$ cat src/rtl/core/assert_macros.svh
// ----------------------------------------------------------------------------
// Assertion macros
// Shared property shorthands for the least-squares fit core. Each macro
// expects signals named clk and rst_n in the scope where it is used.
// ----------------------------------------------------------------------------
`ifndef ASSERT_MACROS_SVH
`define ASSERT_MACROS_SVH

// The consequent must hold in the same cycle as the antecedent.
`define LLS_ASSERT_IMP(name, ante, cons, msg) \
    name: assert property (@(posedge clk) disable iff (!rst_n) (ante) |-> (cons)) \
        else $error(msg);

// The consequent must hold in the cycle after the antecedent.
`define LLS_ASSERT_NXT(name, ante, cons, msg) \
    name: assert property (@(posedge clk) disable iff (!rst_n) (ante) |=> (cons)) \
        else $error(msg);

// The expression must never be true.
`define LLS_ASSERT_NEVER(name, expr, msg) \
    name: assert property (@(posedge clk) disable iff (!rst_n) !(expr)) \
        else $error(msg);

`endif

$ cat src/rtl/core/lls_pkg.sv
// ----------------------------------------------------------------------------
// Least-squares fit package
// Payload types, command and status structures and shared constants.
// ----------------------------------------------------------------------------
package lls_pkg;

    localparam int DEF_MAX_POINTS = 256;
    localparam int COORD_W        = 24;
    localparam int FIT_W          = 48;
    localparam int RESID_W        = 64;
    localparam int USED_W         = 9;
    localparam int ACC_W          = 128;
    localparam int OP_W           = 64;
    localparam int DIV_CNT_W      = 7;

    typedef struct packed {
        logic signed [COORD_W-1:0] x_value;
        logic signed [COORD_W-1:0] y_value;
        logic                      last_point;
    } lls_in_t;

    typedef struct packed {
        logic signed [FIT_W-1:0] slope;
        logic signed [FIT_W-1:0] intercept;
        logic [RESID_W-1:0]      residual_squares;
        logic                    degenerate;
        logic [USED_W-1:0]       points_used;
    } lls_out_t;

    // Operand pairs for the shared multiplier.
    typedef logic [2:0] mul_sel_t;
    localparam mul_sel_t MS_N_SXX   = 3'd0;
    localparam mul_sel_t MS_SX_SX   = 3'd1;
    localparam mul_sel_t MS_N_SXY   = 3'd2;
    localparam mul_sel_t MS_SX_SY   = 3'd3;
    localparam mul_sel_t MS_SXX_SY  = 3'd4;
    localparam mul_sel_t MS_SX_SXY  = 3'd5;
    localparam mul_sel_t MS_SLOPE_X = 3'd6;
    localparam mul_sel_t MS_RES_SQ  = 3'd7;

    typedef struct packed {
        logic     store;
        logic     mul_start;
        mul_sel_t mul_sel;
        logic     mul_sub;
        logic     mul_clr;
        logic     div_start;
        logic     div_icpt;
        logic     save_d;
        logic     save_num;
        logic     save_mum;
        logic     walk_init;
        logic     walk_read;
        logic     walk_load;
        logic     walk_next;
        logic     out_load;
        logic     out_degen;
    } lls_cmd_t;

    typedef struct packed {
        logic full;
        logic mul_done;
        logic div_done;
        logic acc_nonpos;
        logic walk_last;
    } lls_status_t;

endpackage

$ cat src/rtl/core/lls_ctrl.sv
// ----------------------------------------------------------------------------
// Least-squares fit controller
// Sequences accumulation, the fit terms, the two divisions and the
// residual walk, and owns the output handshake.
// ----------------------------------------------------------------------------
module lls_ctrl (
    input  logic                 clk,
    input  logic                 rst_n,
    input  logic                 in_valid,
    input  logic                 in_last,
    output logic                 in_ready,
    output logic                 out_valid,
    input  logic                 out_ready,
    input  lls_pkg::lls_status_t status,
    output lls_pkg::lls_cmd_t    cmd
);
    import lls_pkg::*;

    localparam logic [4:0] S_IDLE   = 5'd0;
    localparam logic [4:0] S_D_A    = 5'd1;
    localparam logic [4:0] S_D_AW   = 5'd2;
    localparam logic [4:0] S_D_B    = 5'd3;
    localparam logic [4:0] S_D_BW   = 5'd4;
    localparam logic [4:0] S_D_CHK  = 5'd5;
    localparam logic [4:0] S_N_A    = 5'd6;
    localparam logic [4:0] S_N_AW   = 5'd7;
    localparam logic [4:0] S_N_B    = 5'd8;
    localparam logic [4:0] S_N_BW   = 5'd9;
    localparam logic [4:0] S_M_A    = 5'd10;
    localparam logic [4:0] S_M_AW   = 5'd11;
    localparam logic [4:0] S_M_B    = 5'd12;
    localparam logic [4:0] S_M_BW   = 5'd13;
    localparam logic [4:0] S_DV_S   = 5'd14;
    localparam logic [4:0] S_DV_SW  = 5'd15;
    localparam logic [4:0] S_DV_I   = 5'd16;
    localparam logic [4:0] S_DV_IW  = 5'd17;
    localparam logic [4:0] S_W_RD   = 5'd18;
    localparam logic [4:0] S_W_LD   = 5'd19;
    localparam logic [4:0] S_W_MX   = 5'd20;
    localparam logic [4:0] S_W_MXW  = 5'd21;
    localparam logic [4:0] S_W_SQ   = 5'd22;
    localparam logic [4:0] S_W_SQW  = 5'd23;
    localparam logic [4:0] S_OUT    = 5'd24;

    logic [4:0] state_reg, state_next;
    logic       degen_reg, degen_next;
    logic       out_valid_reg, out_valid_next;

    always_comb
    begin
        state_next     = state_reg;
        degen_next     = degen_reg;
        out_valid_next = out_valid_reg && !out_ready;
        cmd            = '0;
        unique case (state_reg)
            S_IDLE:
            begin
                if (in_valid)
                begin
                    cmd.store = !status.full;
                    if (in_last)
                    begin
                        state_next = S_D_A;
                    end
                end
            end
            S_D_A:
            begin
                cmd.mul_start = 1'b1;
                cmd.mul_sel   = MS_N_SXX;
                cmd.mul_clr   = 1'b1;
                state_next    = S_D_AW;
            end
            S_D_AW:  if (status.mul_done) state_next = S_D_B;
            S_D_B:
            begin
                cmd.mul_start = 1'b1;
                cmd.mul_sel   = MS_SX_SX;
                cmd.mul_sub   = 1'b1;
                state_next    = S_D_BW;
            end
            S_D_BW:  if (status.mul_done) state_next = S_D_CHK;
            S_D_CHK:
            begin
                cmd.save_d = 1'b1;
                degen_next = status.acc_nonpos;
                state_next = status.acc_nonpos ? S_OUT : S_N_A;
            end
            S_N_A:
            begin
                cmd.mul_start = 1'b1;
                cmd.mul_sel   = MS_N_SXY;
                cmd.mul_clr   = 1'b1;
                state_next    = S_N_AW;
            end
            S_N_AW:  if (status.mul_done) state_next = S_N_B;
            S_N_B:
            begin
                cmd.mul_start = 1'b1;
                cmd.mul_sel   = MS_SX_SY;
                cmd.mul_sub   = 1'b1;
                state_next    = S_N_BW;
            end
            S_N_BW:  if (status.mul_done) state_next = S_M_A;
            S_M_A:
            begin
                cmd.save_num  = 1'b1;
                cmd.mul_start = 1'b1;
                cmd.mul_sel   = MS_SXX_SY;
                cmd.mul_clr   = 1'b1;
                state_next    = S_M_AW;
            end
            S_M_AW:  if (status.mul_done) state_next = S_M_B;
            S_M_B:
            begin
                cmd.mul_start = 1'b1;
                cmd.mul_sel   = MS_SX_SXY;
                cmd.mul_sub   = 1'b1;
                state_next    = S_M_BW;
            end
            S_M_BW:  if (status.mul_done) state_next = S_DV_S;
            S_DV_S:
            begin
                cmd.save_mum  = 1'b1;
                cmd.div_start = 1'b1;
                cmd.walk_init = 1'b1;
                state_next    = S_DV_SW;
            end
            S_DV_SW: if (status.div_done) state_next = S_DV_I;
            S_DV_I:
            begin
                cmd.div_start = 1'b1;
                cmd.div_icpt  = 1'b1;
                state_next    = S_DV_IW;
            end
            S_DV_IW: if (status.div_done) state_next = S_W_RD;
            S_W_RD:
            begin
                cmd.walk_read = 1'b1;
                state_next    = S_W_LD;
            end
            S_W_LD:
            begin
                cmd.walk_load = 1'b1;
                state_next    = S_W_MX;
            end
            S_W_MX:
            begin
                cmd.mul_start = 1'b1;
                cmd.mul_sel   = MS_SLOPE_X;
                cmd.mul_sub   = 1'b1;
                state_next    = S_W_MXW;
            end
            S_W_MXW: if (status.mul_done) state_next = S_W_SQ;
            S_W_SQ:
            begin
                cmd.mul_start = 1'b1;
                cmd.mul_sel   = MS_RES_SQ;
                state_next    = S_W_SQW;
            end
            S_W_SQW:
            begin
                if (status.mul_done)
                begin
                    if (status.walk_last)
                    begin
                        state_next = S_OUT;
                    end
                    else
                    begin
                        cmd.walk_next = 1'b1;
                        state_next    = S_W_RD;
                    end
                end
            end
            S_OUT:
            begin
                if (!out_valid_reg || out_ready)
                begin
                    cmd.out_load   = 1'b1;
                    cmd.out_degen  = degen_reg;
                    out_valid_next = 1'b1;
                    state_next     = S_IDLE;
                end
            end
            default: state_next = S_IDLE;
        endcase
    end

    always_ff @(posedge clk or negedge rst_n)
    begin
        if (!rst_n)
        begin
            state_reg     <= S_IDLE;
            degen_reg     <= 1'b0;
            out_valid_reg <= 1'b0;
        end
        else
        begin
            state_reg     <= state_next;
            degen_reg     <= degen_next;
            out_valid_reg <= out_valid_next;
        end
    end

    assign in_ready  = (state_reg == S_IDLE);
    assign out_valid = out_valid_reg;

endmodule

$ cat config.mk
export PLATFORM = sky130hd
export DESIGN_NAME = lls_ctrl
export DESIGN_NICKNAME = d
export VERILOG_FILES = /design/src/rtl/core/assert_macros.svh /design/src/rtl/core/lls_pkg.sv /design/src/rtl/core/lls_ctrl.sv
export SDC_FILE = /design/constraint.sdc
export NUM_CORES = 1
export LEC_CHECK = 0
export ABC_AREA = 1
export BUFFER_PORTS_ARGS = -buffer_cell sky130_fd_sc_hd__buf_2
export CAP_MARGIN = 20
export CELL_PAD_IN_SITES_DETAIL_PLACEMENT = 0
export CELL_PAD_IN_SITES_GLOBAL_PLACEMENT = 2
export CORE_AREA = 2 2 62 64
export DETAILED_ROUTE_END_ITERATION = 16
export DIE_AREA = 0 0 64 66
export PLACE_DENSITY = 0.91
export RECOVER_POWER = 50
export SKIP_CTS_REPAIR_TIMING = 1
export SYNTH_ARGS = -nofsm -noshare
export SYNTH_HDL_FRONTEND = slang
export SYNTH_SLANG_ARGS = --single-unit
$ cat constraint.sdc
create_clock -name clk -period 4.4 [get_ports clk]
set_clock_uncertainty 0.1 [all_clocks]
set_input_delay 0.88 -clock clk [delete_from_list [all_inputs] [get_ports clk]]
set_output_delay 0.88 -clock clk [all_outputs]
set_load 0.02 [all_outputs]
==> results.sh, run 1 <==
export IMPL_die_area_mm2=0.00422
export IMPL_netlist_area_um2=848
export IMPL_setup_viol=0
export IMPL_clkTransAtPathRegs_ns=0.06
export IMPL_drtPass1Iterations=6
export IMPL_clock_sinks=7
export IMPL_detail_route_antenna_nets=0
export IMPL_syn2layout_area_growth_pct=17.7
export IMPL_grt_pass1_wl_um=4000
export IMPL_drv_slew=0
export IMPL_insertion_delay_ns=0.26
export IMPL_hpwl_um=1920
export IMPL_dieWidth_um=64
export IMPL_start_kind="flip-flop"
export IMPL_r2r_start="state_reg[4]"
export IMPL_cts_buffers_inserted=3
export IMPL_grt_pass1_vias=882
export IMPL_fin_tns_setup_ns=0
export IMPL_worstSetupEndpointType="output port"
export IMPL_core_mm2=0.00355
export IMPL_cts_tree="yes"
export IMPL_reg2reg_slack_ns=2.23
export IMPL_status="finished, final reports clean"
export IMPL_gr_total_overflow=0
export IMPL_p_leak_uw=0.000608
export IMPL_post_route_drc_count=0
export IMPL_finalNonFillerCells=222
export IMPL_num_antenna_cells=0
export IMPL_peakVddDrop_mv=0.156
export IMPL_post_route_period_util=0.674
export IMPL_antenna_found_initial=0
export IMPL_synth_area_per_cell_um2=5.77
export IMPL_arrival_ns=1.99
export IMPL_nets=185
export IMPL_worst_setup_path_type="reg -> out"
export IMPL_ys_seq_area_frac=0.206
export IMPL_drv_cap=0
export IMPL_drt_initial_drc_count=23
export IMPL_max_clock_freq_mhz=337
export IMPL_fin_hold_ws_ns=0.406
export IMPL_worst_path_max_fanout=16
export IMPL_ys_ff_latch=7
export IMPL_min_path_type="in -> async"
export IMPL_rsz0062_at_grt="no"
export IMPL_io_buffer_count=29
export IMPL_viasPerCell=4.33
export IMPL_final_hold_viol_count=0
export IMPL_worst_pin_slew_ns=0.536
export IMPL_drt_wl_total_um=2370
export IMPL_cts_root_buffer="clkbuf_4"
export IMPL_gp_congestion=0.824
export IMPL_power_density_mw_per_mm2=634
export IMPL_cp_endpoint="cmd[16]"
export IMPL_largest_register_ff_count=5
export IMPL_syn_instance_count=147
export IMPL_grt_total_usage=0.119
export IMPL_yosysWarnings=0
export IMPL_wire_per_inst_um=10.7
export IMPL_synth_fp_nets=157
export IMPL_layout_drive_gt1_share=0.230
export IMPL_crit_required_ns=3.42
export IMPL_h_tree_depth=1
export IMPL_vias=961
export IMPL_die_y_um=66
export IMPL_grt_max_degree=17
export IMPL_r2r_end="state_reg[4]"
export IMPL_start_util=0.239
export IMPL_synth_distinct_cells=21
export IMPL_clockBufferDepth=2
export IMPL_rows=22
export IMPL_dp_cells=218
export IMPL_reg2reg_depth=9
export IMPL_num_io_pins=30
export IMPL_slew_headroom=0.641
export IMPL_timing_final_crit_period_ns=2.97
export IMPL_cp_startpoint="state_reg[4]"
## where the power goes
| group | switching [uW] | internal [uW] |
|---|---|---|
| Combinational | 300 | 138 |
| Clock | 25.4 | 34.7 |
| Sequential | 45.4 | 90.0 |
| Total | 371 | 262 |
## routing by layer
| metal | track usage | routed length, um | up-vias |
|---|---|---|---|
| met5 | 0 | 0 | - |
| met4 | 0.0245 | 12 | 0 |
| met3 | 0.0341 | 131 | 2 |
| met2 | 0.191 | 1080 | 29 |
| met1 | 0.157 | 1140 | 424 |
| li1 | - | - | 506 |
## placed cells by master, fill, tap and decap left out, drive strengths merged
master  count
o21ai       6
o211ai      3
a21oi       3
nand2      43
dfrtp       7
nand3b      1
nor3        2
buf        26
nand3      20
nor2       33
clkbuf      7
inv        23
## worst min-delay path by stage
stage / slack (ns) / endpoint / start
CTS: 0.34 / state_reg[0] / rst_n
finish: 0.41 / state_reg[2] / rst_n
global route: 0.43 / state_reg[2] / rst_n
floorplan: 0.40 / degen_reg / degen_reg
detailed placement: 0.44 / degen_reg / degen_reg
global placement: 0.44 / degen_reg / degen_reg
## synth_stat cells, drive strengths merged
cell / n / area share
buf: 5 / 0.055
dfrtp: 7 / 0.21
o21ai: 6 / 0.035
nand3b: 1 / 0.0089
nand3: 20 / 0.12
nor3: 2 / 0.012
clkbuf: 1 / 0.016
a21oi: 3 / 0.022
nor2: 33 / 0.18
o211ai: 3 / 0.027
inv: 23 / 0.10
nand2: 43 / 0.21
## logic make-up (layout without fill, tap and decap cells)
logic type / after synthesis / after routing / synth area share
flip-flops: 7 / 7 / 0.206
AO/OA/AOI/OAI: 12 / 12 / 0.0841
AND/OR/NAND/NOR: 99 / 99 / 0.537
buffers and inverters: 29 / 56 / 0.173
## metrics by stage
step / setup slack [ns] / instance area (um2) / utilization / power, uW
after floorplan: 2.00 / 848 / - / 500
final: 1.43 / 998 / 0.281 / 633
after CTS: 1.56 / 1020 / 0.287 / 654
after global placement: 1.91 / 993 / 0.280 / 599
after detailed placement: 1.84 / 993 / 0.280 / 590
after global routing: 1.22 / 998 / 0.281 / 695
## cell type report
class | count | area (um2)
fill | 434 | 2550
tap | 48 | 60.1
clock buffer | 4 | 26.3
sequential | 7 | 175
inverter | 23 | 86.3
multi-input combinational | 111 | 509
timing repair buffer | 29 | 141
## worst max-delay path, cell delays in order (launching register included)
cell	delay, ns
dfrtp_1	0.56
inv_1	0.33
nand3_1	0.21
inv_1	0.07
nand2_1	0.07
nand3_1	0.10
nor3_1	0.13
nand3_1	0.08
buf_2	0.16
No activity file was read; power rests on OpenSTA's default activity.
==> inputs of run 2 (changes only) <==
- CORE_AREA: 2 2 62 64 -> 2 2 67 69
- DIE_AREA: 0 0 64 66 -> 0 0 69 71
- PLACE_DENSITY: 0.91 -> 0.83
- clock period: 4.4 -> 2.6 ns (I/O delays scaled with it)
==> results.sh, run 2 (same netlist as run 1, synthesis figures left out) <==
export IMPL_cp_startpoint="state_reg[0]"
export IMPL_fillers=516
export IMPL_cts_buffers_inserted=3
export IMPL_crit_required_ns=1.98
export IMPL_num_antenna_cells=0
export IMPL_power_density_mw_per_mm2=1100
export IMPL_max_clock_freq_mhz=431
export IMPL_insertion_delay_ns=0.23
export IMPL_num_io_pins=30
export IMPL_drt_wl_total_um=2460
export IMPL_rows=24
export IMPL_r2r_start="state_reg[3]"
export IMPL_drtPass1Iterations=4
export IMPL_worst_path_max_fanout=8
export IMPL_finalNonFillerCells=228
export IMPL_layout_drive_gt1_share=0.250
export IMPL_reg2reg_slack_ns=0.76
export IMPL_ff_latch_area_um2=175
export IMPL_io_buffer_count=29
export IMPL_grt_total_usage=0.107
export IMPL_drt_initial_drc_count=39
export IMPL_worstSetupEndpointType="output port"
export IMPL_final_common_cell="nand2_1"
export IMPL_wire_per_inst_um=10.8
export IMPL_pre_cts_ws_ns=0.561
export IMPL_grt_pass1_wl_um=4240
export IMPL_start_kind="flip-flop"
export IMPL_largest_register_ff_count=5
export IMPL_arrival_ns=1.70
export IMPL_worst_setup_path_type="reg -> out"
export IMPL_peakVddDrop_mv=0.316
export IMPL_nets=187
export IMPL_setup_viol=0
export IMPL_fin_total_pwr_uw=1140
export IMPL_die_y_um=71
export IMPL_gr_total_overflow=0
export IMPL_grt_max_degree=17
export IMPL_detail_route_antenna_nets=0
export IMPL_syn2layout_area_growth_pct=23.0
export IMPL_worst_pin_slew_ns=0.379
export IMPL_final_hold_viol_count=0
export IMPL_drv_slew=0
export IMPL_core_mm2=0.00420
export IMPL_dp_cells=224
export IMPL_r2r_end="state_reg[1]"
export IMPL_timing_final_crit_period_ns=2.32
export IMPL_drv_cap=0
export IMPL_clkTransAtPathRegs_ns=0.04
export IMPL_clock_sinks=7
export IMPL_status="finished, final reports clean"
export IMPL_dieWidth_um=69
export IMPL_viasPerCell=4.27
export IMPL_vias=974
export IMPL_post_route_drc_count=0
export IMPL_hpwl_um=2050
export IMPL_cts_root_buffer="clkbuf_8"
export IMPL_rsz0062_at_grt="no"
export IMPL_cp_endpoint="cmd[16]"
export IMPL_cts_tree="yes"
export IMPL_clockBufferDepth=2
export IMPL_reg2reg_depth=11
export IMPL_utilization=0.248
export IMPL_post_route_period_util=0.892
export IMPL_layout_setup_ws_ns=0.281
export IMPL_antenna_found_initial=0
export IMPL_die_area_mm2=0.00490
export IMPL_gp_congestion=0.791
export IMPL_fin_tns_setup_ns=0
export IMPL_p_leak_uw=0.000632
export IMPL_h_tree_depth=1
export IMPL_slew_headroom=0.747
export IMPL_final_cell_mix="nand2_1, nor2_1, buf_2"
export IMPL_start_util=0.202
export IMPL_min_path_type="in -> async"
export IMPL_multi_input_area_um2=514
export IMPL_grt_pass1_vias=905
run 2: cell count changes in the layout (fill, tap and decap cells not counted):
cell,change
clkbuf_8,+3
nor2_2,-1
buf_4,+2
inv_2,+1
inv_1,-1
clkbuf_1,-1
nor2_4,+1
clkbuf_4,-3
buf_2,+1
run 2: metal layers:
layer | up-vias | part of all wire | track usage | routed length, um
li1 | 513 | - | - | -
met1 | 426 | 0.50 | 0.148 | 1220
met2 | 30 | 0.43 | 0.163 | 1060
met3 | 5 | 0.061 | 0.0299 | 149
met4 | 0 | 0.013 | 0.0327 | 32
met5 | - | 0 | 0 | 0
run 2: worst min path at each step:
stage                      from           end  slack (ns)
after floorplan           rst_n     degen_reg        0.12
after global placement    rst_n     out_valid        0.27
after detailed placement  rst_n     degen_reg        0.27
after CTS                 rst_n  state_reg[3]        0.02
after global routing      rst_n  state_reg[3]        0.12
final                     rst_n  state_reg[2]        0.08
run 2: cell type report:
class	count	share of cell area
clock buffer	4	0.0432
inverter	23	0.0827
multi-input combinational	111	0.493
sequential	7	0.168
tap	52	0.0624
timing repair buffer	31	0.151
run 2: metrics by stage:
stage / hold slack [ns] / instance area, um2
2_1_floorplan: 0.124 / 848
3_3_place_gp: 0.267 / 1010
3_5_place_dp: 0.266 / 1010
4_1_cts: 0.0232 / 1060
5_1_grt: 0.117 / 1040
6_report: 0.0794 / 1040
run 2: power by group:
group | switching (uW) | leakage, uW | internal, uW | total [uW]
Sequential | 72.8 | 0.0000898 | 153 | 226
Clock | 47.1 | 0.0000228 | 106 | 153
Combinational | 513 | 0.000520 | 252 | 765
run 2: critical path: stages (launching register included):
cell     delay (ns)
dfrtp_1        0.46
nor2_1         0.33
nand2_1        0.19
nor2_1         0.18
nor3_1         0.07
nand3_1        0.07
buf_2          0.16
==> inputs of run 3 (changes only) <==
- RECOVER_POWER: 50 -> 25
==> results.sh, run 3 (same netlist as run 1, synthesis figures left out) <==
export IMPL_internal_power_uw=520
export IMPL_post_route_period_util=0.886
export IMPL_route_met2_wl_um=1050
export IMPL_cts_root_buffer="clkbuf_8"
export IMPL_io_buffer_count=29
export IMPL_h_tree_depth=1
export IMPL_detail_route_antenna_nets=0
export IMPL_drv_slew=0
export IMPL_worst_setup_path_type="reg -> out"
export IMPL_final_hold_viol_count=0
export IMPL_setup_viol=0
export IMPL_grt_max_degree=17
export IMPL_start_kind="flip-flop"
export IMPL_p_leak_uw=0.000634
export IMPL_max_stage_delay_ns=0.55
export IMPL_worstSetupEndpointType="output port"
export IMPL_drt_wl_total_um=2460
export IMPL_netSwitchingFraction=0.554
export IMPL_clkTransAtPathRegs_ns=0.04
export IMPL_drv_cap=0
export IMPL_routed_top_layer="met4"
export IMPL_gp_congestion=0.791
export IMPL_dr_wl_met3_um=142
export IMPL_grt_total_usage=0.107
export IMPL_utilization=0.251
export IMPL_power_switching_uw=646
export IMPL_num_antenna_cells=0
export IMPL_drt_initial_drc_count=45
export IMPL_core_mm2=0.00420
export IMPL_cts_buffers_inserted=3
export IMPL_syn2layout_area_growth_pct=24.5
export IMPL_insertion_delay_ns=0.23
export IMPL_power_clock_fraction=0.132
export IMPL_fin_tns_setup_ns=0
export IMPL_clock_sinks=7
export IMPL_dieWidth_um=69
export IMPL_clockBufferDepth=2
export IMPL_rsz0062_at_grt="no"
export IMPL_num_io_pins=30
export IMPL_peakVddDrop_mv=0.325
export IMPL_rows=24
export IMPL_grt_pass1_wl_um=4240
export IMPL_fillers=513
export IMPL_start_util=0.202
export IMPL_drtPass1Iterations=4
export IMPL_wl_met1_um=1240
export IMPL_cp_buffers_inverters=3
export IMPL_post_route_drc_count=0
export IMPL_grt_pass1_vias=905
export IMPL_final_cell_mix="nand2_1, nor2_1, buf_2"
export IMPL_crit_slowest_cell="dfrtp_1"
export IMPL_final_common_cell="nand2_1"
export IMPL_hpwl_um=2050
export IMPL_worst_path_max_fanout=10
export IMPL_path_delay_family="flip-flops"
export IMPL_status="finished, final reports clean"
export IMPL_die_area_mm2=0.00490
export IMPL_viasPerCell=4.25
export IMPL_arrival_ns=1.68
export IMPL_power_density_mw_per_mm2=1100
export IMPL_timing_final_crit_period_ns=2.30
export IMPL_cp_cell_sequence="inv_1, nor2_1, nand2_1, nor2_1, inv_1, nor3_1, buf_2"
export IMPL_vias=968
export IMPL_min_path_type="in -> async"
export IMPL_worst_pin_slew_ns=0.378
export IMPL_nets=187
export IMPL_reg2reg_slack_ns=0.88
export IMPL_crit_required_ns=1.98
export IMPL_pwr_share_seq=0.195
export IMPL_wire_per_inst_um=10.8
export IMPL_die_y_um=71
export IMPL_largest_register_ff_count=5
export IMPL_slew_headroom=0.748
export IMPL_antenna_found_initial=0
export IMPL_layout_drive_gt1_share=0.267
export IMPL_max_clock_freq_mhz=434
export IMPL_gr_total_overflow=0
export IMPL_p_comb_frac=0.673
export IMPL_cts_tree="yes"
==> run 3: layout make-up <==
| class | instances | area (um2) | share of cell area |
|---|---|---|---|
| Sequential cell | 7 | 175 | 0.166 |
| Inverter | 23 | 86.3 | 0.0818 |
| Multi-Input combinational cell | 111 | 527 | 0.499 |
| Tap cell | 52 | 65.1 | 0.0616 |
| Timing Repair Buffer | 31 | 158 | 0.149 |
| Clock buffer | 4 | 45.0 | 0.0427 |
==> run 3: final timing paths <==
path                               from      endpoint  cells past startpoint
setup / recovery           state_reg[3]        cmd[0]                      7
setup reg to reg           state_reg[3]  state_reg[1]                     11
max in group asynchronous         rst_n  state_reg[1]                      1
min in group clk              out_ready     out_valid                      2
hold / removal                    rst_n  state_reg[2]                      1
hold reg to reg               out_valid     out_valid                      2
==> run 3: power groups by stage <==
stage / Clock (uW) / Combinational, uW / Sequential [uW]
3_5_place_dp: 0 / 799 / 227
3_3_place_gp: 0 / 802 / 225
5_1_grt: 166 / 891 / 234
4_1_cts: 156 / 800 / 226
6_report: 154 / 786 / 227
2_1_floorplan: 0 / 671 / 176
==> run 3: layer usage <==
layer	global-route usage	up-vias
met3	0.0299	5
met2	0.163	26
met5	0	-
li1	-	513
met4	0.0327	0
met1	0.148	424
==> run 3: per-stage QoR <==
step                      area [um2]  worst slack, ns  power [uW]  instances  hold WS [ns]
after floorplan                  848            0.583         847        147         0.124
after global placement          1010            0.568        1030        224         0.267
after detailed placement        1010            0.561        1030        224         0.266
after CTS                       1060            0.300        1180        228        0.0232
after global routing            1060            0.105        1290        228         0.117
final                           1060            0.296        1170        228        0.0782
